--- config.mk ---
export PLATFORM = sky130hd
export DESIGN_NAME = sit_front
export DESIGN_NICKNAME = d
export VERILOG_FILES = /design/src/rtl/sit_front.sv
export SDC_FILE = /design/constraint.sdc
export NUM_CORES = 1
export LEC_CHECK = 0
export ABC_AREA = 1
export BUFFER_PORTS_ARGS = -buffer_cell sky130_fd_sc_hd__buf_2
export CORE_MARGIN = 2
export CORE_UTILIZATION = 54
export CTS_CLUSTER_SIZE = 30
export DETAILED_ROUTE_END_ITERATION = 8
export PLACE_DENSITY = 0.79
export SLEW_MARGIN = 20
export SYNTH_ARGS = -nofsm -noshare
export SYNTH_HDL_FRONTEND = slang
export SYNTH_SLANG_ARGS = --single-unit
--- constraint.sdc ---
create_clock -name clk -period 4.6 [get_ports clk]
set_input_delay 0.23 -clock clk [delete_from_list [all_inputs] [get_ports clk]]
set_output_delay 0.23 -clock clk [all_outputs]
set_load 0.01 [all_outputs]
--- src/rtl/sit_front.sv ---
// stage 1: per-axis strict interval prefilter and coordinate differences
// no dependencies
module sit_front #(
  parameter int COORD_BITS = 24
) (
  input  logic                         clk,
  input  logic                         load,
  input  logic signed [COORD_BITS-1:0] p1_x,
  input  logic signed [COORD_BITS-1:0] p1_y,
  input  logic signed [COORD_BITS-1:0] p2_x,
  input  logic signed [COORD_BITS-1:0] p2_y,
  input  logic signed [COORD_BITS-1:0] q1_x,
  input  logic signed [COORD_BITS-1:0] q1_y,
  input  logic signed [COORD_BITS-1:0] q2_x,
  input  logic signed [COORD_BITS-1:0] q2_y,
  output logic signed [COORD_BITS:0]   dpx_r,
  output logic signed [COORD_BITS:0]   dpy_r,
  output logic signed [COORD_BITS:0]   dqx_r,
  output logic signed [COORD_BITS:0]   dqy_r,
  output logic signed [COORD_BITS:0]   rx_r,
  output logic signed [COORD_BITS:0]   ry_r,
  output logic                         pass_r
);

  localparam int DW = COORD_BITS + 1;

  // x strictly between a and b, either order; empty when a equals b
  function automatic logic strict_in(
    input logic signed [COORD_BITS-1:0] x,
    input logic signed [COORD_BITS-1:0] a,
    input logic signed [COORD_BITS-1:0] b
  );
    return ((a < x) && (x < b)) || ((b < x) && (x < a));
  endfunction

  function automatic logic signed [DW-1:0] sdiff(
    input logic signed [COORD_BITS-1:0] a,
    input logic signed [COORD_BITS-1:0] b
  );
    logic signed [DW-1:0] ae;
    logic signed [DW-1:0] be;
    ae = DW'(a);
    be = DW'(b);
    return ae - be;
  endfunction

  logic ovl_x;
  logic ovl_y;

  assign ovl_x = strict_in(p1_x, q1_x, q2_x) || strict_in(p2_x, q1_x, q2_x) ||
                 strict_in(q1_x, p1_x, p2_x) || strict_in(q2_x, p1_x, p2_x);
  assign ovl_y = strict_in(p1_y, q1_y, q2_y) || strict_in(p2_y, q1_y, q2_y) ||
                 strict_in(q1_y, p1_y, p2_y) || strict_in(q2_y, p1_y, p2_y);

  always_ff @(posedge clk) begin
    if (load) begin
      dpx_r  <= sdiff(p2_x, p1_x);
      dpy_r  <= sdiff(p2_y, p1_y);
      dqx_r  <= sdiff(q2_x, q1_x);
      dqy_r  <= sdiff(q2_y, q1_y);
      rx_r   <= sdiff(q1_x, p1_x);
      ry_r   <= sdiff(q1_y, p1_y);
      pass_r <= ovl_x & ovl_y;
    end
  end

endmodule : sit_front

## Word level (Yosys, flattened, before mapping)

Cells that the tools add are included.

- Register bits: 151
- Output and inout port bits: 151
- Logic and storage cells: 60

- Reductions and logical operators: 30
- Magnitude comparators: 16
- Add/subtract/negate cells: 6
- Bitwise gates (word level): 1

Operators by type and width:

| cell | count |
|---|---|
| $lt A24 B24 Y1 | 16 |
| $sub A24 B24 Y25 | 6 |
| $logic_and A1 B1 Y1 | 16 |
| $logic_or A1 B1 Y1 | 14 |
| $and A1 B1 Y1 | 1 |

## Logic depth before layout (Yosys ltp)

- Word-level depth: 7
- Depth in mapped cells: 19
- Mapped depth without buffers: 19

## Worst setup path after synthesis

OpenSTA, ideal clock, no wires.

- Path kind: input -> register
- Start point: input p2_y[0]
- End point: register dpy_r[20] (data pin)
- Cell stages on the path: 9
- Path slack: 2.640 ns
- Data required time: 4.341 ns
- Arrival time: 1.701 ns
- Library setup time: 0.259 ns
- Cell sequence: inv_1 ha_1 fa_1 o21ai_2 a21oi_4 o21ai_2 a21oi_2 o211ai_1 nand2_1

- Word-level cells in the longest chain between the ends: 1

Ends and longest elaborated chain:

| element | line | source |
|---|---|---|
| start, declared | 11 | `input logic signed [COORD_BITS-1:0] p2_y,` |
| $sub A24 B24 Y25 | 44 | `return ae - be;` |
| end signal, assigned | 58 | `dpy_r <= sdiff(p2_y, p1_y);` |
| end, declared | 17 | `output logic signed [COORD_BITS:0] dpy_r,` |

Every way passes these cells.
A chain may end at the register's enable or synchronous reset.

## Worst setup path after layout

- Start point: input p1_y[13]
- End point: register ry_r[18] (data pin)

- Word-level cells in the longest chain between the ends: 1

Ends and longest elaborated chain:

| element | line | source |
|---|---|---|
| start, declared | 9 | `input logic signed [COORD_BITS-1:0] p1_y,` |
| $sub A24 B24 Y25 | 44 |  |
| end signal, assigned | 62 | `ry_r <= sdiff(q1_y, p1_y);` |
| end, declared | 21 | `output logic signed [COORD_BITS:0] ry_r,` |

Every way passes these cells.

==> reports/metrics.cfg <==
[floorplan]
std_cell_rows=64
die_height_um=180
io_pins=345
die_w_um=180
total_die_area_sq_mm=0.0326
initial_cell_density_of_the_core_pct=55.0
placeableCoreArea_sq_mm=0.0306

[clocking]
post_cts_hold_buffer_count=0
cts_buf_count=17
post_cts_resize_count=0
post-cts-setup-buffers=0
cts_tree=done
clk_transition_reported_paths_ns=0.07
clock_tree.root_cell=clkbuf_16
clock-sinks=151
clock_path_buffers=2
clock_tree.htree_level_count=4

[sta]
transition_time_at_the_pin_with_the_least_slew_margin_ns=1.07
timing.final.max_slew_violations=0
rsz0062_at_grt=no
timing.setup.tns_ns=0
fmax_ghz=0.401
relSlewSlack_pct=27.9
finalCritPeriodShare_pct=54.2
setup_viol=0
finalHoldViolCount=0
period_minus_slack_ns=2.49

[power_and_ir_drop]
p_leak_nw=10.6
peak_supply_drop_v=0.000258
total_power_mw=5.62
power.density_cell_area_mw_per_mm2=286

[routing]
drt_first_iter_violations=1111
wire_per_inst_um=19.8
route.detailed.drc=0
drt-total-wl_mm=58.7
antenna_violating_nets_post_route=0
detail_route.vias_per_cell=5.62
routed-via-count=16701
detail_route.first_pass.iterations=8

[setup_path]
worst_setup_path_start_kind=input pin
worstPathArrival_ns=2.70
critPathMaxFanout=5
endpoint_kind=register
classification_of_the_worst_setup_path=input pin to register
worstPathRequired_ns=4.80

[synth]
ys_ff_latch=151
post_synth_main_area_contributors=edfxtp_1 27%, ha_1 21%, nand2_1 12%, inv_1 8.5%, a21oi_1 4.7%
synth_edf_count=151
synth_seq_area_share_pct=27.0
yosys.area.top_type_share_pct=27.0
syn-cell-area_sq_mm=0.0168
netlist-cell-type-count=47
synth_ff_type=edfxtp_1
asyncSetResetFlopFracSynth_pct=0
yosys.cell_count.top_type=nand2_1
ys.warnings.count=0
synth.net_count=2684
yosys.area.top_type=edfxtp_1
syn-mean-instance-area_sq_um=7.65
netlist_top_cells_count=534 x nand2_1, 382 x inv_1, 288 x ha_1, 159 x nor2_1, 158 x a21oi_1
postSynthCellCount=2196

[grt]
grtUsageTotal_pct=35.7
number_of_antenna_violations_at_the_first_check_in_global_routing=1
grt_start_max_net_pins=58
global_route.usage.met1_pct=42.2
grt_first_pass_wirelength_mm=90.1
global_routing_s_busiest_layer=met2
total_congestion_overflow=0
met2_capacity_usage_during_global_routing_pct=62.5
first_global_vias=16658
grt_util_met3_pct=4.63

[layout]
fraction_of_final_layout_cells_sized_beyond_drive_strength_1_pct=18.3
area_overhead_of_the_layout_relative_to_synthesis_pct=17.0
num-nets-final=3048
final_design_area_no_fill_sq_mm=0.0197
fill_cells=2759
multi_input_comb_area_sq_mm=0.0108
seqCellArea_sq_mm=0.00453

[run]
cap_violations=0

[place]
globalplace.congestion=1.03
dp_hpwl_mm=50.7
port_buffers=344
postPlaceCellArea_sq_mm=0.0190

[min_path]
min_delay_path_depth=1
path_category_of_the_worst_min_delay_check=input pin to register

[outcome]
run_status=finished clean

[critical path: stages]
cell     delay [ns]
buf_2          0.10
inv_1          0.09
ha_1           0.44
nand2_1        0.25
nor4_1         0.97
a21oi_1        0.26
nor2_1         0.17
nor2_1         0.07
xnor2_1        0.12
[worst paths after layout]
kind	from	endpoint	slack, ns
worst min-delay path	load	ry_r[19]	0.21
worst max-delay path	p1_y[13]	ry_r[18]	2.11
[layout by cell type, fill, tap and decap left out, types with 4 or more instances in the layout]
cell | Yosys | final
nand2_1 | 534 | 534
inv_1 | 382 | 382
buf_2 | 1 | 343
ha_1 | 288 | 288
nor2_1 | 159 | 159
a21oi_1 | 158 | 158
edfxtp_1 | 151 | 151
nand3_1 | 88 | 88
xor2_1 | 85 | 85
o21ai_0 | 62 | 62
xnor2_1 | 45 | 45
nand4_1 | 34 | 34
nor3_1 | 30 | 30
a21o_1 | 26 | 26
o21ai_2 | 18 | 18
a21oi_2 | 18 | 18
nand2_2 | 18 | 18
clkbuf_16 | 0 | 17
nand3_2 | 10 | 10
o211ai_1 | 9 | 9
a211oi_1 | 8 | 8
nor2_2 | 7 | 7
a21oi_4 | 6 | 6
o21ai_1 | 6 | 6
fa_1 | 6 | 6
a221oi_1 | 5 | 5
o21bai_1 | 4 | 4
o211ai_2 | 4 | 4
a31oi_1 | 4 | 4
clkinv_4 | 0 | 4
[metal layers]
layer | vias up | share of wire, %
li1 | 8070 | -
met3 | 160 | 6.2
met5 | - | 0
met4 | 0 | 5.9
met2 | 698 | 48
met1 | 7773 | 40
[flip-flops by register name (all words and copies together) (netlist names)]
name	cells
dpy_r	25
rx_r	25
dqy_r	25
dqx_r	25
ry_r	25
pass_r	1
dpx_r	25
[metrics by stage]
| stage | instances | util [%] | hold WS [ns] | worst slack, ns |
|---|---|---|---|---|
| 2_1_floorplan | 2196 | - | 0.342 | 2.64 |
| 3_3_place_gp | 2937 | 62.3 | 0.638 | 1.71 |
| 3_5_place_dp | 2937 | 62.3 | 0.640 | 1.75 |
| 4_1_cts | 2969 | 64.3 | 0.201 | 2.23 |
| 5_1_grt | 2970 | 64.3 | 0.215 | 2.20 |
| 6_report | 2970 | 64.3 | 0.211 | 2.11 |
[report_power, final]
part / switching [mW] / internal, mW / leakage (nW)
combinational: 1.39 / 0.789 / 8.80
sequential: 0.0834 / 1.82 / 1.48
clock: 0.666 / 0.868 / 0.302
total: 2.14 / 3.48 / 10.6
[logic make-up after synthesis]
logic type,after synthesis,share of synthesized area [%]
AOI/OAI and AO/OA,343,13.0
xor gates and xnor gates,130,6.77
adders and majority gates,294,22.2
buffers and inverters,385,8.60
DFF,151,27.0
and+or+nand+nor,893,22.4
[layout make-up]
class                           count  area share (%)
Timing Repair Buffer              346            8.86
Clock inverter                     15           0.974
Inverter                          384            7.33
Clock buffer                       17            2.16
Sequential cell                   151            23.1
Multi-Input combinational cell   1660            55.1
Antenna cell                        1          0.0127
Tap cell                          396            2.52
Note: power is estimated with default switching activity, not from simulation.
