[src/rtl/sit_pkg.sv]
// shared types and constants for the segment intersection test pipeline
// no dependencies; sit_mul, sit_det, sit_ratio and the top refer to it by scoped names
package sit_pkg;

  // register stages from input word to output register
  localparam int NUM_STAGES = 4;

  // per-stage control: load strobe plus the prefilter verdict riding along
  typedef struct packed {
    logic load;
    logic pass;
  } stg_ctl_t;

endpackage : sit_pkg

[src/rtl/sit_det.sv]
// stage 3: determinant subtractions, exact at the product width plus one
// depends on sit_pkg
module sit_det #(
  parameter int COORD_BITS = 24
) (
  input  logic                           clk,
  input  sit_pkg::stg_ctl_t              ctl,
  input  logic signed [2*COORD_BITS+1:0] a_pos,
  input  logic signed [2*COORD_BITS+1:0] a_neg,
  input  logic signed [2*COORD_BITS+1:0] l_pos,
  input  logic signed [2*COORD_BITS+1:0] l_neg,
  input  logic signed [2*COORD_BITS+1:0] m_pos,
  input  logic signed [2*COORD_BITS+1:0] m_neg,
  output logic signed [2*COORD_BITS+2:0] det_a_r,
  output logic signed [2*COORD_BITS+2:0] num_l_r,
  output logic signed [2*COORD_BITS+2:0] num_m_r,
  output logic                           pass_r
);

  localparam int XW = 2 * COORD_BITS + 3;

  always_ff @(posedge clk) begin
    if (ctl.load) begin
      det_a_r <= XW'(a_pos) - XW'(a_neg);
      num_l_r <= XW'(l_pos) - XW'(l_neg);
      num_m_r <= XW'(m_pos) - XW'(m_neg);
      pass_r  <= ctl.pass;
    end
  end

endmodule : sit_det

[config.mk]
export PLATFORM = sky130hd
export DESIGN_NAME = sit_det
export DESIGN_NICKNAME = d
export VERILOG_FILES = /design/src/rtl/sit_pkg.sv /design/src/rtl/sit_det.sv
export SDC_FILE = /design/constraint.sdc
export NUM_CORES = 1
export LEC_CHECK = 0
export BUFFER_PORTS_ARGS = -buffer_cell sky130_fd_sc_hd__buf_2
export CAP_MARGIN = 40
export CORE_AREA = 2 2 239 170
export DETAILED_ROUTE_END_ITERATION = 12
export DIE_AREA = 0 0 241 172
export PLACE_DENSITY = 0.65
export SYNTH_ARGS = -nofsm -noshare
export SYNTH_HDL_FRONTEND = slang
export SYNTH_SLANG_ARGS = --single-unit
[constraint.sdc]
create_clock -name clk -period 5.1 [get_ports clk]
set_input_delay 1.02 -clock clk [delete_from_list [all_inputs] [get_ports clk]]
set_output_delay 1.02 -clock clk [all_outputs]
set_load 0.1 [all_outputs]
======== Word-level counts from Yosys, hierarchy flattened ========
Index checks and enable logic that the tools add are counted.
word-level totals
  word-level logic and storage cells ...... 7
  output and inout port bits .............. 154
  bits in registers ....................... 154
  input port bits ......................... 303
cells by class
  add/sub/neg operators ................... 3
operators by type and width
  operator          number
  $sub A50 B50 Y51  3

======== Logic depth before layout (Yosys ltp) ========
Gate-level depths: netlist of run 1.
  depth in word-level cells ............... 1
  depth in mapped cells ................... 15
  gate-level depth less buffers ........... 15

======== Worst setup path after synthesis of run 1 ========
OpenSTA, ideal clock, no wires.
  path type ............................... input to register
  start point ............................. input l_pos[0]
  end point ............................... register num_l_r[48], data pin
  slack ................................... 1279 ps
  data arrival time ....................... 3561 ps
  cell stages on the path ................. 15
  path buffers ............................ 0
  data required time ...................... 4840 ps
  library setup time ...................... 260 ps
  cell sequence ........................... inv_1 -> ha_1 -> inv_1 -> fa_1 -> a211oi_2 -> nor2_1 -> a21oi_2 -> a21oi_1 -> o311a_1 -> a21o_1 -> a31oi_4 -> o311ai_1 -> a21o_1 -> a221oi_2 -> xnor2_1
on the way
  longest elaborated chain between the ends .. 1
RTL lines
  element               line           RTL
  start, declared       sit_det.sv:10  input logic signed [2*COORD_BITS+1:0] l_pos,
  $sub A50 B50 Y51      sit_det.sv:25  num_l_r <= XW'(l_pos) - XW'(l_neg);
  end signal, assigned  sit_det.sv:25
  end, declared         sit_det.sv:15  output logic signed [2*COORD_BITS+2:0] num_l_r,
No other way between the ends.
A chain may end at the register's enable or synchronous reset.

======== Worst setup path after layout of run 1 ========
  start point ............................. input a_pos[0]
  end point ............................... register det_a_r[46], data pin
on the way
  longest elaborated chain between the ends .. 1
RTL lines
  element               line           RTL
  start, declared       sit_det.sv:8   input logic signed [2*COORD_BITS+1:0] a_pos,
  $sub A50 B50 Y51      sit_det.sv:24  det_a_r <= XW'(a_pos) - XW'(a_neg);
  end signal, assigned  sit_det.sv:24
  end, declared         sit_det.sv:14  output logic signed [2*COORD_BITS+2:0] det_a_r,
No other way between the ends.

==> qor_table.md, run 1 <==
| Quantity | Value |
|:---|:---|
| Power dissipated by switching net loads | 3.04 mW |
| Die area | 41500 sq um |
| Final setup violating endpoints | 0 |
| Detail Placement HPWL | 38900 um |
| Overall fraction of global-route tracks in use | 21.9% |
| Height of the die | 172 um |
| Chain of cells forming the critical path | buf_2, inv_1, ha_1, inv_1, fa_1, a211oi_1, o21ai_0, a21oi_1, o41ai_4, a31oi_2, o21ai_1, and2b_1, a31oi_1, o21ai_1, a21oi_1, xnor2_1 |
| Share of post-route cells with drive strength above 1 | 26.3% |
| Number of global-route vias before repair | 12342 |
| Worst setup SP type | input pin |
| Number of cells on the critical path | 16 |
| FP Rows | 61 |
| Total of warnings raised by yosys | 0 |
| Max-Slew Margin vs Limit | 56.2% |
| Count of buffers inserted at the top-level ports | 456 |
| Share of total power consumed by net switching | 49.1% |
| Initial antenna violation count | 4 |
| Part of the power in the clock network | 21.6% |
| Number of library cell types mapped by synthesis | 76 |
| Placer's final routability congestion estimate | 0.950 |
| Leading area contributor after synthesis | sky130_fd_sc_hd__edfxtp_1 |
| Drt wl/cell | 18.7 um |
| Width of the chip | 241 um |
| Detailed-route via count | 13154 |
| Max-slew violation count | 0 |
| Clock sink count | 154 |
| First-pass GRT wire length | 69300 um |
| Power Dens Cells | 364 nW/um^2 |
| Data required time at the worst endpoint | 5.30 ns |
| Critical path startpoint | a_pos[0] |
| Cell internal power dissipation | 3.15 mW |
| Cell area after synthesis | 13600 sq um |
| Largest driver fanout on the critical path | 4 |
| I/O pin total | 457 |
| Clock slew at reported path FFs | 0.07 ns |
| Remaining Overflow, GRT | 0 |
| Post-route total power | 6.19 mW |
| Share of Yosys cell area claimed by the top area cell type | 34.1% |
| Deepest clock path buffer count | 2 |
| Path class of the lowest-slack min-delay path | input pin to flip-flop |
| Endpoint kind of the worst setup timing path | flip-flop |
| Shortest period the worst path allows | 4.19 ns |
| Non-filler instance count after layout | 2503 |
| Residual DRC | 0 |
| Share of synthesized flip-flops with an asynchronous set or reset | 0% |
| Detailed-router iteration count before antenna repair | 5 |
| Hold EP | pass_r |
| DRT iter0 DRCs | 975 |
| Mean area per synthesized cell | 8.92 sq um |
| Detailed-route wire length | 46800 um |
| Maximum level of the CTS H-tree | 4 |
| Worst slew pin tran | 0.649 ns |
| Number of register bits inferred by synthesis | 154 |
| Unrepaired setup endpoints after global routing | false |
| Primary flip-flop cell chosen by synthesis mapping | sky130_fd_sc_hd__edfxtp_1 |
| Peak clock frequency supported by timing | 239 MHz |
| Number of enable-type register cells in the synthesized netlist | 154 |
| Hold_sp | ctl[0] |
| Crit path DAT | 4.39 ns |
| Synth Net Count | 1977 |
| Setup_tns | 0 ns |
| Part of the power in registers | 28.2% |
| Synth-to-layout area growth | 25.2% |
| Post-CTS setup buffer count | 0 |
| Area inside the core boundary | 39200 sq um |
| Root buffer cell | sky130_fd_sc_hd__clkbuf_16 |
| Number of buffers and inverters on the critical path | 3 |
| Pin count of the biggest net entering global routing | 88 |
| Result of the run | completed |
| Layout Nets | 2408 |
| Sequential-to-total area share from yosys stat | 34.1% |
| VDD IR-drop max | 0.000254 V |
| Slowest library cell on the worst path | sky130_fd_sc_hd__fa_1 |
| Cells on Worst Hold Path | 1 |
| Number of buffers created by CTS | 17 |
| Fin crit share | 82.1% |
| Peak per-stage delay on the critical path | 0.43 ns |
| Effective utilization at floorplan | 34.6% |
| Instance count of the mapped netlist | 1521 |
| Top area cells in the synthesized netlist | sky130_fd_sc_hd__edfxtp_1, sky130_fd_sc_hd__ha_1, sky130_fd_sc_hd__a21oi_1 |
| Relative contribution of combinational cells to total power | 50.2% |
| Largest delay contributor family on the critical path | compound AO/OA/AOI/OAI gates |
| Final count of hold timing violations | 0 |
| Number of vias per cell | 5.26 |
| Number of placed instances, taps included | 2468 |
| Type of the worst setup path | input pin to flip-flop |
| Maximum Capacitance Violations | 0 |
| Post-cts resize count | 0 |
| Leakage power total | 8.24 nW |
| TritonCTS clock tree | yes |
| Post-CTS Hold Buffers | 0 |
| Antenna-violating nets left | 0 |
## state kept, by name (all words and copies together), names as in the netlist
name,cells
det_a_r,51
num_l_r,51
num_m_r,51
pass_r,1
## how the worst max path moves through the flow
| stage | end | slack [ns] |
|---|---|---|
| after floorplan | num_l_r[48] | 1.28 |
| after global placement | det_a_r[46] | 0.61 |
| after detailed placement | det_a_r[46] | 0.47 |
| after CTS | det_a_r[46] | 0.96 |
| after global routing | det_a_r[46] | 0.72 |
| final | det_a_r[46] | 0.91 |
## logic make-up (layout without fill, tap and decap cells)
kind of cell               Yosys count  in the layout  share of synthesized area [%]
AOI/OAI and AO/OA                  477            477                           23.3
adders and majority gates          153            153                           14.3
and+or+nand+nor                    371            371                           13.2
buffers and inverters              231            675                           6.47
DFF                                154            154                           34.1
xor gates and xnor gates           135            135                           8.71
other                                0              3                              0
## cells in the mapped netlist (9+ instances only)
cell type                  count
sky130_fd_sc_hd__a211oi_1     12
sky130_fd_sc_hd__a21o_1       85
sky130_fd_sc_hd__a21oi_1     153
sky130_fd_sc_hd__a31oi_1      15
sky130_fd_sc_hd__and2_1        9
sky130_fd_sc_hd__and3_1       16
sky130_fd_sc_hd__clkbuf_1     42
sky130_fd_sc_hd__edfxtp_1    154
sky130_fd_sc_hd__ha_1        150
sky130_fd_sc_hd__inv_1       185
sky130_fd_sc_hd__nand2_1     107
sky130_fd_sc_hd__nand2b_1     13
sky130_fd_sc_hd__nand3_1      36
sky130_fd_sc_hd__nand4_1      32
sky130_fd_sc_hd__nor2_1       93
sky130_fd_sc_hd__nor2b_1      25
sky130_fd_sc_hd__nor3_1       17
sky130_fd_sc_hd__o21a_1       14
sky130_fd_sc_hd__o21ai_0      83
sky130_fd_sc_hd__o21ai_1       9
sky130_fd_sc_hd__o21bai_1     26
sky130_fd_sc_hd__xnor2_1      83
sky130_fd_sc_hd__xor2_1       52
## area by class of cell
type                       count  area [sq um]
sequential                   154          4620
antenna                        3          7.51
inverter                     185           694
multi-input combinational   1136          8070
timing repair buffer         458          2340
clock inverter                14           155
tap                          535           669
clock buffer                  18           429
fill                        3949         22200
## metrics by stage
stage	worst slack (ns)	area [sq um]	hold WS, ns	util, %
floorplan	1.28	13600	1.12	-
global placement	0.605	16400	1.20	41.7
detailed placement	0.467	16400	1.20	41.8
CTS	0.960	17000	0.696	43.3
global route	0.718	17000	0.699	43.3
finish	0.912	17000	0.730	43.3
## per-layer routing
metal	track usage [%]	part of all wire [%]	vias up
met3	3.54	5.5	63
met5	0	0	-
met2	34.8	46	468
met4	7.19	2.2	0
met1	30.5	46	6291
li1	-	-	6332
## power groups by stage
stage,Combinational (mW),Sequential [mW],Clock [mW]
4_1_cts,3.10,1.75,1.37
6_report,3.10,1.74,1.34
3_3_place_gp,3.08,1.77,0
3_5_place_dp,3.09,1.77,0
5_1_grt,3.27,1.76,1.42
2_1_floorplan,0.941,3.24,0
## layout by cell type (no fill, tap or decap), types with 9 or more instances in the layout
master	n
sky130_fd_sc_hd__a21o_1	85
sky130_fd_sc_hd__nand2b_1	13
sky130_fd_sc_hd__nand2_1	107
sky130_fd_sc_hd__xor2_1	52
sky130_fd_sc_hd__and2_1	9
sky130_fd_sc_hd__nor2b_1	25
sky130_fd_sc_hd__and3_1	16
sky130_fd_sc_hd__clkbuf_16	17
sky130_fd_sc_hd__edfxtp_1	154
sky130_fd_sc_hd__o21bai_1	26
sky130_fd_sc_hd__inv_1	185
sky130_fd_sc_hd__o21a_1	14
sky130_fd_sc_hd__ha_1	150
sky130_fd_sc_hd__buf_2	455
sky130_fd_sc_hd__nand4_1	32
sky130_fd_sc_hd__a21oi_1	153
sky130_fd_sc_hd__a31oi_1	15
sky130_fd_sc_hd__nand3_1	36
sky130_fd_sc_hd__nor3_1	17
sky130_fd_sc_hd__a211oi_1	12
sky130_fd_sc_hd__o21ai_1	9
sky130_fd_sc_hd__xnor2_1	83
sky130_fd_sc_hd__nor2_1	93
sky130_fd_sc_hd__o21ai_0	83
Power figures use the tool's default switching activity.
==> inputs of run 2 (changes only) <==
--- a/config.mk
+++ b/config.mk
@@ -10,7 +10,7 @@
 export CORE_AREA = 2 2 239 170
 export DETAILED_ROUTE_END_ITERATION = 12
 export DIE_AREA = 0 0 241 172
-export PLACE_DENSITY = 0.65
+export PLACE_DENSITY = 0.67
 export SYNTH_ARGS = -nofsm -noshare
 export SYNTH_HDL_FRONTEND = slang
 export SYNTH_SLANG_ARGS = --single-unit
==> constraint.sdc (replaced) <==
create_clock -name clk -period 3.8 [get_ports clk]
set_input_delay 0.76 -clock clk [delete_from_list [all_inputs] [get_ports clk]]
set_output_delay 0.76 -clock clk [all_outputs]
set_load 0.1 [all_outputs]
==> run 2 against run 1 <==
Sequential power up 34%. Sequential share of layout area down 1.2 points. Global-route usage up 0.27 points. Largest cell class unchanged. Largest power group unchanged.
==> qor_table.md, run 2 (synthesized netlist as in run 1, its figures left out) <==
| Quantity | Value |
|:---|:---|
| Unrepaired setup endpoints after global routing | false |
| VDD IR-drop max | 0.000340 V |
| I/O pin total | 457 |
| Detail Placement HPWL | 40000 um |
| Clock sink count | 154 |
| Number of buffers created by CTS | 17 |
| Number of placed instances, taps included | 2576 |
| Detailed-router iteration count before antenna repair | 7 |
| Detailed-route wire length | 47700 um |
| Width of the chip | 241 um |
| Endpoint kind of the worst setup timing path | flip-flop |
| Antenna-violating nets left | 0 |
| Effective utilization at floorplan | 34.6% |
| Non-filler instance count after layout | 2614 |
| Drt wl/cell | 18.2 um |
| Peak per-stage delay on the critical path | 0.38 ns |
| Layer with the highest usage | met2 |
| Clock slew at reported path FFs | 0.07 ns |
| Peak clock frequency supported by timing | 281 MHz |
| Final count of hold timing violations | 0 |
| Type of the worst setup path | input pin to flip-flop |
| DRT iter0 DRCs | 970 |
| Result of the run | completed |
| Worst slew pin tran | 0.767 ns |
| Remaining Overflow, GRT | 0 |
| Worst setup SP type | input pin |
| Largest driver fanout on the critical path | 2 |
| Deepest clock path buffer count | 2 |
| Count of buffers inserted at the top-level ports | 456 |
| GR Util met1 | 30.7% |
| Final setup violating endpoints | 0 |
| Critical path startpoint | m_pos[0] |
| Max-slew violation count | 0 |
| Met3 routing resource usage after global routing | 2.73% |
| Crit path DAT | 3.75 ns |
| Share of post-route cells with drive strength above 1 | 30.1% |
| Area inside the core boundary | 39200 sq um |
| Placer's final routability congestion estimate | 0.962 |
| Worst path setup slack after routing | 0.242 ns |
| Chain of cells forming the critical path | buf_2, inv_1, ha_1, inv_1, fa_1, a21oi_1, nand4b_1, nand2_1, and2_1, a41o_1, nand4_1, nand3_1, a41oi_1, buf_4, a31o_2, o311ai_1, xor2_1 |
| Hold_sp | ctl[0] |
| Root buffer cell | sky130_fd_sc_hd__clkbuf_16 |
| Post-CTS setup buffer count | 0 |
| Residual DRC | 0 |
| Die area | 41500 sq um |
| First-pass GRT wire length | 70500 um |
| Leakage power total | 8.75 nW |
| Height of the die | 172 um |
| Cell repeated most along the worst path | sky130_fd_sc_hd__inv_1 |
| Cells on Worst Hold Path | 1 |
| Number of buffers and inverters on the critical path | 4 |
| Initial antenna violation count | 9 |
| Pin count of the biggest net entering global routing | 69 |
| Worst setup slack after placement | -0.231 ns |
| Largest delay contributor family on the critical path | compound AO/OA/AOI/OAI gates |
| Number of vias per cell | 5.17 |
| Fin crit share | 93.6% |
| Max-Slew Margin vs Limit | 48.8% |
| Number of global-route vias before repair | 12644 |
| Hold EP | pass_r |
| Layout Nets | 2516 |
| Power Dens Cells | 475 nW/um^2 |
| Detailed-route via count | 13504 |
| Top flop regs | det_a_r (51), num_l_r (51), num_m_r (51) |
| Overall fraction of global-route tracks in use | 22.2% |
| Path class of the lowest-slack min-delay path | input pin to flip-flop |
| Synth-to-layout area growth | 30.9% |
| Most common cell after layout, fill and taps aside | sky130_fd_sc_hd__buf_2 |
| Commonest cells after routing, fill and taps aside | sky130_fd_sc_hd__buf_2, sky130_fd_sc_hd__inv_1, sky130_fd_sc_hd__edfxtp_1, sky130_fd_sc_hd__a21oi_1, sky130_fd_sc_hd__ha_1 |
| Shortest period the worst path allows | 3.56 ns |
| TritonCTS clock tree | yes |
| Data required time at the worst endpoint | 3.99 ns |
| Maximum level of the CTS H-tree | 4 |
| Routing usage on met2 | 36.2% |
| Slowest library cell on the worst path | sky130_fd_sc_hd__fa_1 |
| FP Rows | 61 |
| Maximum Capacitance Violations | 0 |
==> run 2: area by class of cell <==
class | count | area [sq um]
diodes | 7 | 17.5
clock buffers | 18 | 429
clock inverters | 13 | 151
fillers | 3855 | 21500
inverters | 185 | 694
multi-input cells | 1136 | 8070
flip-flops and latches | 154 | 4620
well taps | 535 | 669
repair buffers | 566 | 3110
==> run 2: how the worst max path moves through the flow <==
stage / endpoint / slack, ns / depth (start not counted)
global route: det_a_r[46] / 0.12 / 17
global placement: det_a_r[47] / -0.56 / 15
CTS: det_a_r[46] / 0.26 / 17
floorplan: num_l_r[48] / 0.24 / 15
detailed placement: det_a_r[46] / -0.23 / 17
finish: num_m_r[32] / 0.24 / 17
==> run 2: stage by stage <==
stage / hold WS, ns / power (mW) / TNS [ns] / instance area [sq um] / util [%]
after floorplan: 0.859 / 5.61 / 0 / 13600 / -
after global placement: 0.937 / 6.66 / -2.26 / 17200 / 43.7
after detailed placement: 0.945 / 6.68 / -1.52 / 17200 / 43.8
after CTS: 0.449 / 8.48 / 0 / 17700 / 45.2
after global routing: 0.467 / 8.79 / 0 / 17800 / 45.3
final: 0.476 / 8.44 / 0 / 17800 / 45.3
==> run 2: power breakdown <==
group	switching [mW]	leakage, nW	total (mW)	internal [mW]
Sequential	0.0856	1.51	2.33	2.25
Clock	0.750	0.283	1.77	1.02
Combinational	3.26	6.96	4.33	1.08
==> run 2: repair_timing <==
action,CTS,global route
hold endpoints to repair,0,0
endpoints found under the setup margin,0,1
gates resized for setup,0,1
hold buffers,0,0
==> run 2: layer usage <==
metal / up-vias / wire length (um)
met4: 0 / 1010
met5: - / 0
met1: 6420 / 22000
li1: 6576 / -
met3: 52 / 2280
met2: 456 / 22400
