File: src/rtl/sit_pkg.sv
// shared types and constants for the segment intersection test pipeline
// no dependencies; sit_mul, sit_det, sit_ratio and the top refer to it by scoped names
package sit_pkg;

  // register stages from input word to output register
  localparam int NUM_STAGES = 4;

  // per-stage control: load strobe plus the prefilter verdict riding along
  typedef struct packed {
    logic load;
    logic pass;
  } stg_ctl_t;

endpackage : sit_pkg

File: src/rtl/sit_ratio.sv
// stage 4: both parameters in [0,1] by sign and magnitude against detA,
// result lands in the output register; depends on sit_pkg
module sit_ratio #(
  parameter int COORD_BITS = 24
) (
  input  logic                           clk,
  input  sit_pkg::stg_ctl_t              ctl,
  input  logic signed [2*COORD_BITS+2:0] det_a,
  input  logic signed [2*COORD_BITS+2:0] num_l,
  input  logic signed [2*COORD_BITS+2:0] num_m,
  output logic                           hit_r
);

  localparam int XW = 2 * COORD_BITS + 3;

  // num/den in [0,1] for den nonzero; for two negatives |num|<=|den| is num>=den
  function automatic logic unit_ratio(
    input logic signed [XW-1:0] num,
    input logic signed [XW-1:0] den
  );
    logic res;
    if (num == '0) begin
      res = 1'b1;
    end else if (num[XW-1] != den[XW-1]) begin
      res = 1'b0;
    end else if (den[XW-1]) begin
      res = (num >= den);
    end else begin
      res = (num <= den);
    end
    return res;
  endfunction

  always_ff @(posedge clk) begin
    if (ctl.load) begin
      hit_r <= ctl.pass && (det_a != '0) && unit_ratio(num_l, det_a) &&
               unit_ratio(num_m, det_a);
    end
  end

endmodule : sit_ratio

File: config.mk
export PLATFORM = sky130hd
export DESIGN_NAME = sit_ratio
export DESIGN_NICKNAME = d
export VERILOG_FILES = /design/src/rtl/sit_pkg.sv /design/src/rtl/sit_ratio.sv
export SDC_FILE = /design/constraint.sdc
export NUM_CORES = 1
export LEC_CHECK = 0
export ABC_CLOCK_PERIOD_IN_PS = 3100
export BUFFER_PORTS_ARGS = -buffer_cell sky130_fd_sc_hd__buf_4
export CAP_MARGIN = 20
export CORE_ASPECT_RATIO = 1.5
export CORE_UTILIZATION = 47
export CTS_BUF_LIST = sky130_fd_sc_hd__clkbuf_4 sky130_fd_sc_hd__clkbuf_8 sky130_fd_sc_hd__clkbuf_16
export DETAILED_ROUTE_END_ITERATION = 10
export GPL_TIMING_DRIVEN = 0
export PLACE_DENSITY = 0.84
export SLEW_MARGIN = 5
export SYNTH_ARGS = -nofsm -noshare
export SYNTH_HDL_FRONTEND = slang
export SYNTH_SLANG_ARGS = --single-unit
File: constraint.sdc
create_clock -name clk -period 3.1 [get_ports clk]
set_clock_uncertainty 0.05 [all_clocks]
set_input_delay 0.62 -clock clk [delete_from_list [all_inputs] [get_ports clk]]
set_output_delay 0.62 -clock clk [all_outputs]
set_load 0.1 [all_outputs]
# Word-level counts from Yosys, hierarchy flattened
# Cells that the tools add are included.
# classes
order_cmp,4
n_eq_ne,2
muxes,8
reduce_logical,6
# ops
op,count
$ge 51x51->1,2
$le 51x51->1,2
$logic_not 51->1,2
$reduce_bool 51->1,1
$mux 1,8
$logic_and 1x1->1,3
$ne 1x1->1,2
# totals
regBits,1
input_bits,156
output_inout_bits,1
elab_cells,21

# Logic depth before layout (Yosys ltp)
# Gate-level depths: netlist (run 1).
# logic_depth
word_depth,7
depth_mapped,9
depth_no_buf,9

# Worst setup path after synthesis (run 1)
# Ideal clock, no wire load.
# synth_timing
path_kind,input to register
from,input port det_a[48]
to,register hit_r (data pin)
setup_time_ns,0.265
arrival_time_ns,2.212
required_time_ns,2.785
slack_ns,0.573
path_stages,9
n_path_buf,0
cell_sequence,inv_1 ha_1 a21o_1 a21o_1 a221o_1 a31o_1 or2_0 o311ai_1 a21oi_1
# synth_via
elab_chain_len,7
word_cells_on_any_way,16
cone_classes,4 x order compare; 8 x mux; 4 x reduce/logical
# synth_rtl
item,line_no,rtl
"start, declared",sit_ratio.sv:8,"input logic signed [2*COORD_BITS+2:0] det_a,"
$le 51x51->1 / $ge 51x51->1 (equally long branches),"sit_ratio.sv:29, sit_ratio.sv:27",
$mux 1,sit_ratio.sv:26,end else if (den[XW-1]) begin
$mux 1,sit_ratio.sv:24,end else if (num[XW-1] != den[XW-1]) begin
$mux 1,sit_ratio.sv:22,if (num == '0) begin
$mux 1,sit_ratio.sv:35,if (ctl.load) begin
$logic_and 1x1->1,sit_ratio.sv:36,"hit_r <= ctl.pass && (det_a != '0) && unit_ratio(num_l, det_a) &&"
$logic_and 1x1->1 (*),sit_ratio.sv:36,
"end signal, assigned",sit_ratio.sv:36,
"end, declared",sit_ratio.sv:11,output logic hit_r
# Mark *: on every way between the ends. The rest lies on a longest branch, timed or not. The select of a mux whose other input is x is not followed.
# A chain may end at the register's enable or synchronous reset.

# Worst setup path after layout (run 1)
# layout_timing
from,input port det_a[50]
to,register hit_r (data pin)
# The elaborated chain is that of the path after synthesis.

==> results of run 1 <==
## path summary, 6_finish.rpt
kind	from	endpoint	slack, ns	cells after the start
setup / recovery	det_a[50]	hit_r	0.17	10
hold / removal	ctl[1]	hit_r	0.77	1
## layout make-up
cell class / count / area [µm²]
Fill cell: 510 / 1693
Inverter: 55 / 206.4
Multi-Input combinational cell: 321 / 2595
Sequential cell: 1 / 30.03
Tap cell: 72 / 90.09
Timing Repair Buffer: 156 / 1171
## power by group through the flow
stage                     Sequential [mW]  Combinational [mW]  Clock [mW]
final                              0.0164               0.519           0
after global routing               0.0165               0.577           0
after CTS                          0.0164               0.513           0
after detailed placement           0.0164               0.510           0
after global placement             0.0164               0.489           0
after floorplan                    0.0235               0.238           0
## logic make-up after synthesis
group | Yosys count
AO/OA/AOI/OAI | 88
XOR/XNOR | 1
adder cells (fa/ha/maj) | 102
buffers and inverters | 55
flip-flops | 1
AND/OR/NAND/NOR | 130
## per-stage QoR
step | worst slack (ns) | total power, mW | hold WS (ns) | std cells
2_1_floorplan | 0.5732 | 0.2611 | 0.6825 | 377
3_3_place_gp | 0.1792 | 0.5049 | 0.7662 | 605
3_5_place_dp | 0.1170 | 0.5266 | 0.7691 | 605
4_1_cts | 0.1173 | 0.5293 | 0.7691 | 605
5_1_grt | 0.04821 | 0.5940 | 0.7712 | 605
6_report | 0.1670 | 0.5357 | 0.7685 | 605
## layer usage
metal,routed length [µm],track usage,up-vias
met5,0,0,-
met4,598,0.1555,0
met3,599,0.02358,42
met2,5735,0.6707,166
met1,3652,0.3398,1677
li1,-,-,1798
## critical path, stage by stage
cell and delay, ns:
buf_4 0.12, inv_1 0.09, ha_1 0.33, and4_2 0.25
nand4_1 0.15, nand3b_1 0.28, a211oi_1 0.42, a31oi_1 0.15
o311ai_1 0.09, a21oi_1 0.11
## placed cells by master (no fill, tap or decap), types with 2 or more instances in the layout
cell and instances:
nand3_1 10, nand4_1 23, o21ai_1 2, nor4_1 39, a21oi_1 40, inv_1 55, o21bai_1 2, nor2_1 6
nor3_1 5, a21o_1 4, nand3b_1 3, nand2b_1 2, and4_1 7, a31oi_1 3, a221o_1 2, nand2_1 27
nor4_2 2, a211oi_1 6, ha_1 102, o21ai_0 16, buf_4 156, a221oi_1 3
## repair_timing
item	4_1_cts	5_1_grt
resized for setup	0	3
endpoints found under the setup margin	0	1
endpoints found under the hold margin	0	0
==> run_results.csv, run 1 <==
group,metric,value,unit
global_routing,grt.overflow.total,0,
sta,rsz0062_at_grt,"no",
cts,post_cts_buffers,0,
pwr,p_sw_frac,0.4761,
pwr,comb_power_share,0.969,
worst_setup_path,startpoint_type,"input pin",
yosys,synth_fp_nets,635,
worst_setup_path,cp.arrival,2.61,ns
place,placed_cell_area,4073,µm²
cts,cts_hold_buf,0,
sta,finalSetupViolCount,0,
worst_setup_path,crit_type,"input pin to flip-flop",
route,drc_errors,0,
yosys,synth_top_family_by_area,"adder cells",
floorplanning,ios,157,
cts,clk_pin_slew,0,ns
sta,relSlewSlack,0.6366,
yosys,syn_inst,377,
finish,reg_top3,"hit_r x1",
global_routing,antenna_found_initial,0,
yosys,synth_ff_type,"edfxtp_1",
pwr,seq_power_share,0.031,
worst_setup_path,end_kind,"flip-flop",
yosys,synth.most_common_cell,"ha_1",
sta,totalNegativeSetupSlack,0,ns
yosys,synth_fa_ha_area_frac,0.4539,
worst_setup_path,crit_fanout,4,
yosys,yosys.area_share.xor_xnor,0.003115,
pwr,power.density,130.9,nW/µm²
pwr,internal_power,0.2806,mW
yosys,synth_common_cells,"102 x ha_1, 55 x inv_1, 40 x a21oi_1, 40 x nor4_1, 27 x nand2_1",
run_status,status,"completed",
sta,hold_viol,0,
place,portBuffers,156,
sta,finalCritPeriodShare,0.9461,
pwr,ir_drop,0.06397,mV
floorplanning,die_y,96.73,µm
route,drt_wl_total,10590,µm
finish,antennaDiodeCount,0,
place,place.gp.congestion,0.9789,
job,cap_viol_max_count,0,
worst_setup_path,required,2.77,ns
pwr,p_clk_frac,0,
route,via_per_inst,6.088,
sta,tightest_slew,0.5402,ns
pwr,p_sw,0.2550,mW
route,drtPass1Iterations,4,
route,drtIter0Drc,161,
route,ant_nets,0,
route,vias,3683,
sta,slew_viol_final,0,
yosys,yosysWarnings,0,
yosys,synth.area.top_cells,"ha_1 45%, nor4_1 8.9%, inv_1 7.3%",
yosys,seq_area_frac_synth,0.01068,
yosys,synthSimpleGateAreaFrac,0.2666,
yosys,ys_ff_latch,1,
yosys,synth.largest_area_cell,"ha_1",
finish,regMostFlops,"hit_r",
yosys,avgSynthCellArea,7.457,µm²
finish,largest_reg_flops,1,
yosys,synthesis.area,2811,µm²
global_routing,grt_max_degree,5,
finish,fin_area,4093,µm²
yosys,synth_compound_area_frac,0.1923,
yosys,synth-async-reset-ratio,0,
finish,finalNetCount,793,
sta,period_minus_slack,2.933,ns
floorplanning,coreArea,5786,µm²
floorplanning,die_w,65.15,µm
global_routing,grt_pass1_vias,3803,
sta,fmax,0.3410,GHz
finish,utilization,0.7074,
yosys,synth_edf_count,1,
pwr,power.leakage,2.173,nW
route,avgRoutedWirePerCell,17.50,µm
floorplanning,fp-row-count,34,
global_routing,track_usage,0.3390,
finish,area_growth,45.57,%
finish,layout-drive-gt1-share,0.3058,
place,hpwl,9886,µm
floorplanning,die_area,6302,µm²
yosys,synthDistinctLibCells,37,
floorplanning,initial_core_util,0.4859,
yosys,synth_top_area_frac,0.4539,
yosys,synthMuxAreaShare,0,
worst_hold_path,hold_class,"input pin to flip-flop",
global_routing,grt_pass1_wl,16750,µm
Power figures use the tool's default switching activity.
==> inputs of run 2 (changes only) <==
Settings changed: ABC_AREA from default to 1, CORE_UTILIZATION 47 to 49.
==> run 2 against run 1 <==
  * Global-route usage rose by 3.7 points
  * Total power rose by 19%
  * Critical path type unchanged
  * Sequential power barely moved
  * Highest routed layer unchanged
  * Critical endpoint unchanged
==> run_results.csv, run 2 <==
group,metric,value,unit
floorplanning,die_y,102.0,µm
cts,clk_pin_slew,0,ns
route,avgRoutedWirePerCell,17.12,µm
worst_setup_path,crit_path_start,"det_a[50]",
sta,rsz0062_at_grt,"no",
route,drtIter0Drc,167,
yosys,synth_common_cells,"138 x nand2_1, 102 x ha_1, 93 x inv_1, 40 x a21oi_1, 36 x nor4_1",
floorplanning,die_area,6999,µm²
global_routing,grt.overflow.total,0,
floorplanning,fp-row-count,36,
finish,layout-drive-gt1-share,0.2577,
floorplanning,initial_core_util,0.5033,
finish,multi_input_area,2874,µm²
global_routing,grt_pass1_wl,19550,µm
worst_setup_path,startpoint_type,"input pin",
cts,cts_hold_buf,0,
finish,fillCellCount,611,
worst_setup_path,endpoint,"hit_r",
pwr,p_total,0.6371,mW
sta,finalCritPeriodShare,0.8703,
yosys,seq_area_frac_synth,0.009199,
worst_setup_path,cp.arrival,2.38,ns
sta,totalNegativeSetupSlack,0,ns
yosys,synthesis.area,3264,µm²
route,ant_nets,0,
yosys,ys_ff_latch,1,
yosys,yosysWarnings,0,
worst_setup_path,crit_fanout,5,
worst_setup_path,required,2.78,ns
finish,mostFrequentLayoutCell,"buf_4",
global_routing,track_usage,0.3759,
finish,antennaDiodeCount,0,
floorplanning,die_w,68.65,µm
finish,seq_area,30.03,µm²
global_routing,grt_max_degree,6,
finish,regMostFlops,"hit_r",
route,vias,4316,
worst_setup_path,end_kind,"flip-flop",
sta,finalSetupViolCount,0,
job,cap_viol_max_count,0,
finish,reg_top3,"hit_r x1",
route,via_per_inst,5.686,
worst_hold_path,hold_class,"input pin to flip-flop",
sta,hold-worst-slack,0.7756,ns
route,drt_wl_total,12990,µm
global_routing,antenna_found_initial,0,
route,drc_errors,0,
cts,post_cts_buffers,0,
floorplanning,ios,157,
finish,fin_area,4531,µm²
run_status,status,"completed",
place,dp_slack,0.4298,ns
pwr,power.density,140.6,nW/µm²
place,placed_cell_area,4531,µm²
yosys,synth_top_area_frac,0.3910,
yosys,synth_ff_type,"edfxtp_1",
sta,period_minus_slack,2.698,ns
place,hpwl,11810,µm
floorplanning,coreArea,6486,µm²
global_routing,grt_pass1_vias,4455,
finish,largest_reg_flops,1,
sta,fmax,0.3707,GHz
place,place.gp.congestion,0.9911,
finish,area_growth,38.79,%
yosys,synth.largest_area_cell,"ha_1",
sta,setup_ws,0.4021,ns
pwr,ir_drop,0.06960,mV
yosys,synth_fp_nets,785,
pwr,power.leakage,2.630,nW
worst_setup_path,crit_type,"input pin to flip-flop",
yosys,synth.area.top_cells,"ha_1 39%, nand2_1 16%, inv_1 11%",
sta,hold_viol,0,
finish,finalNetCount,943,
place,portBuffers,156,
yosys,syn_inst,527,
yosys,synthDistinctLibCells,20,
sta,slew_viol_final,0,
sta,relSlewSlack,0.7076,
finish,mostFrequentLayoutCells,"156 x buf_4, 138 x nand2_1, 102 x ha_1",
cts,cts_resized,0,
yosys,synth-async-reset-ratio,0,
yosys,synth.most_common_cell,"nand2_1",
sta,tightest_slew,0.4346,ns
route,drtPass1Iterations,4,
yosys,synth_edf_count,1,
yosys,avgSynthCellArea,6.194,µm²
run 2: changes by cell type after synthesis, sizes merged, moves of 3 or more:
cell	delta
a31oi	-3
and4	-8
nand4	+9
inv	+41
nor2	+32
nand3b	-3
a221oi	-3
nand3	+10
nor4	-6
nand2	+114
o21ai	-11
a211oi	-6
run 2: cell families after synthesis:
group / synth area share
DFF: 0.009199
and+or+nand+nor: 0.4013
AOI/OAI and AO/OA: 0.08815
adders and majority gates: 0.3910
buffers and inverters: 0.1104
run 2: per-stage QoR:
stage	cells	util
2_1_floorplan	527	-
6_report	759	0.6985
3_5_place_dp	759	0.6985
5_1_grt	759	0.6985
3_3_place_gp	759	0.6985
4_1_cts	759	0.6985
run 2: power breakdown:
group	internal, mW	switching (mW)	total [mW]
Sequential	0.0161	0.000403	0.0165
Clock	0	0	0
Combinational	0.283	0.337	0.621
run 2: cell type report:
class | instances | area share
inverters | 96 | 0.07954
repair buffers | 156 | 0.2585
flip-flops and latches | 1 | 0.006628
multi-input cells | 430 | 0.6344
well taps | 76 | 0.02099
run 2: how the worst min path moves through the flow:
stage                     startpoint  endpoint  slack [ns]  cells past startpoint
final                         ctl[1]     hit_r        0.78                      1
after global routing          ctl[1]     hit_r        0.78                      1
after CTS                     ctl[1]     hit_r        0.78                      1
after detailed placement      ctl[1]     hit_r        0.78                      1
after global placement        ctl[1]     hit_r        0.77                      1
after floorplan               ctl[1]     hit_r        0.68                      0
run 2: worst max-delay path, stage by stage:
cell	delay, ns
buf_4	0.12
inv_1	0.12
ha_1	0.35
nand2_1	0.09
inv_2	0.06
nand2_2	0.05
nor2_2	0.12
nand3_2	0.11
a21oi_1	0.19
nor2_1	0.08
nand4_1	0.09
nand3_1	0.07
a21oi_1	0.23
nor2_1	0.09
run 2: layer usage:
layer	vias up	wire (µm)	track usage
li1	2131	-	-
met1	1875	4500	0.3380
met2	241	6627	0.7240
met3	69	914	0.05692
met4	0	950	0.2628
met5	-	0	0
==> inputs of run 3 (changes only) <==
Settings changed: CELL_PAD_IN_SITES_DETAIL_PLACEMENT from default to 1, CELL_PAD_IN_SITES_GLOBAL_PLACEMENT from default to 2, CORE_UTILIZATION 49 to 24, PLACE_DENSITY 0.84 to default, PLACE_DENSITY_LB_ADDON from default to 0.1.
==> run 3 against run 2 <==
  * Die area grew 100%
  * Utilization shrank 35 points
  * Hold slack lost 0.0073 ns
  * Design area grew 2.3%
  * Final cell count grew 11%
  * Critical path depth grew 2
  * Setup slack lost 0.0020 ns
  * First-iteration DRC count shrank 66%
  * Sequential share of layout area is essentially flat
  * Total power grew 1.6%
  * Global-route usage shrank 16 points
  * Critical endpoint unchanged
  * Highest routed layer unchanged
==> run_results.csv, run 3 (synthesis gave the netlist of run 2 again) <==
group,metric,value,unit
run_status,status,"completed",
place,dp_slack,0.3441,ns
route,vias,4147,
worst_setup_path,cp.arrival,2.48,ns
sta,setup_ws,0.4001,ns
pwr,p_total,0.6473,mW
global_routing,antenna_found_initial,0,
sta,period_minus_slack,2.700,ns
finish,area_growth,41.97,%
finish,antennaDiodeCount,0,
floorplanning,die_y,144.8,µm
route,avgRoutedWirePerCell,18.39,µm
floorplanning,initial_core_util,0.2483,
global_routing,grt_max_degree,6,
floorplanning,coreArea,13150,µm²
place,portBuffers,156,
finish,finalNetCount,943,
finish,mostFrequentLayoutCells,"156 x buf_4, 138 x nand2_1, 102 x ha_1",
cts,post_cts_buffers,0,
floorplanning,ios,157,
place,dpl.cell_count,842,
cts,cts_resized,0,
global_routing,top_usage_layer,"met2",
finish,largest_reg_flops,1,
floorplanning,fp-row-count,51,
route,ant_nets,0,
finish,fillCellCount,1765,
finish,utilization,0.3526,
finish,stdcell_count,842,
route,via_per_inst,4.925,
sta,tightest_slew,0.4206,ns
worst_setup_path,cp_slowest_stage_delay,0.31,ns
finish,mostFrequentLayoutCell,"buf_4",
global_routing,grt_pass1_vias,4507,
sta,rsz0062_at_grt,"no",
route,drtPass1Iterations,4,
place,hpwl,14720,µm
worst_setup_path,cp_cell_sequence,"buf_4 > inv_1 > ha_1 > nand2_1 > inv_1 > nand2_1 > nand2_1 > a21oi_1 > nand2_1 > a21oi_1 > nand3_1 > nand3_1 > nand2_1 > nand2_1 > nand2_1 > nor2_1",
worst_setup_path,crit_type,"input pin to flip-flop",
sta,finalCritPeriodShare,0.8709,
global_routing,grt_pass1_wl,23230,µm
route,drt_wl_total,15490,µm
route,drtIter0Drc,57,
worst_setup_path,crit_slowest_cell,"ha_1",
global_routing,track_usage,0.2134,
sta,relSlewSlack,0.7170,
global_routing,met3_usage,0.02834,
worst_hold_path,hold_start,"ctl[1]",
sta,finalSetupViolCount,0,
global_routing,gr-usage-met2,0.4741,
sta,totalNegativeSetupSlack,0,ns
floorplanning,die_area,14080,µm²
job,cap_viol_max_count,0,
pwr,power.density,139.7,nW/µm²
pwr,power.leakage,2.630,nW
finish,regMostFlops,"hit_r",
finish,layout-drive-gt1-share,0.2577,
global_routing,grt.overflow.total,0,
sta,hold_viol,0,
global_routing,use_met1,0.2055,
finish,reg_top3,"hit_r x1",
worst_setup_path,crit_top_cell,"nand2_1",
worst_setup_path,crit_buf_inv,3,
route,drc_errors,0,
floorplanning,die_w,97.23,µm
sta,slew_viol_final,0,
worst_setup_path,crit_family,"simple AND/OR/NAND/NOR gates",
worst_setup_path,required,2.88,ns
sta,fmax,0.3704,GHz
worst_setup_path,end_kind,"flip-flop",
worst_setup_path,startpoint_type,"input pin",
pwr,ir_drop,0.04393,mV
place,place.gp.congestion,0.9054,
worst_setup_path,crit_fanout,5,
cts,clk_pin_slew,0,ns
worst_setup_path,crit_path_start,"det_a[50]",
worst_hold_path,hold_class,"input pin to flip-flop",
cts,cts_hold_buf,0,
## run 3: cell counts in the layout (fill, tap and decap cells not counted)
No cell type changed its count.
## run 3: worst paths after layout
check | slack, ns | to | cells after the start
max | 0.40 | hit_r | 16
min | 0.77 | hit_r | 1
## run 3: layout make-up
| cell class | instances | area (µm²) | area share |
|---|---|---|---|
| Multi-Input combinational cell | 430 | 2874 | 0.6201 |
| Inverter | 96 | 360.3 | 0.07775 |
| Tap cell | 159 | 198.9 | 0.04293 |
| Sequential cell | 1 | 30.03 | 0.006479 |
| Timing Repair Buffer | 156 | 1171 | 0.2527 |
## run 3: power breakdown
group | switching, mW | internal [mW] | total, mW | leakage, nW
Clock | 0 | 0 | 0 | 0
Sequential | 0.000272 | 0.0161 | 0.0164 | 0.00950
Combinational | 0.346 | 0.284 | 0.631 | 2.62
Total | 0.347 | 0.301 | 0.647 | 2.63
## run 3: per-layer routing
metal | up-vias | part of all wire
li1 | 2125 | -
met1 | 1874 | 0.36
met4 | 0 | 0.018
met5 | - | 0
met3 | 14 | 0.052
met2 | 134 | 0.57
## run 3: stage by stage
| step | area, µm² | hold slack [ns] |
|---|---|---|
| after floorplan | 3264 | 0.6825 |
| after CTS | 4634 | 0.7699 |
| after global placement | 4634 | 0.7663 |
| final | 4634 | 0.7683 |
| after global routing | 4634 | 0.7713 |
| after detailed placement | 4634 | 0.7699 |
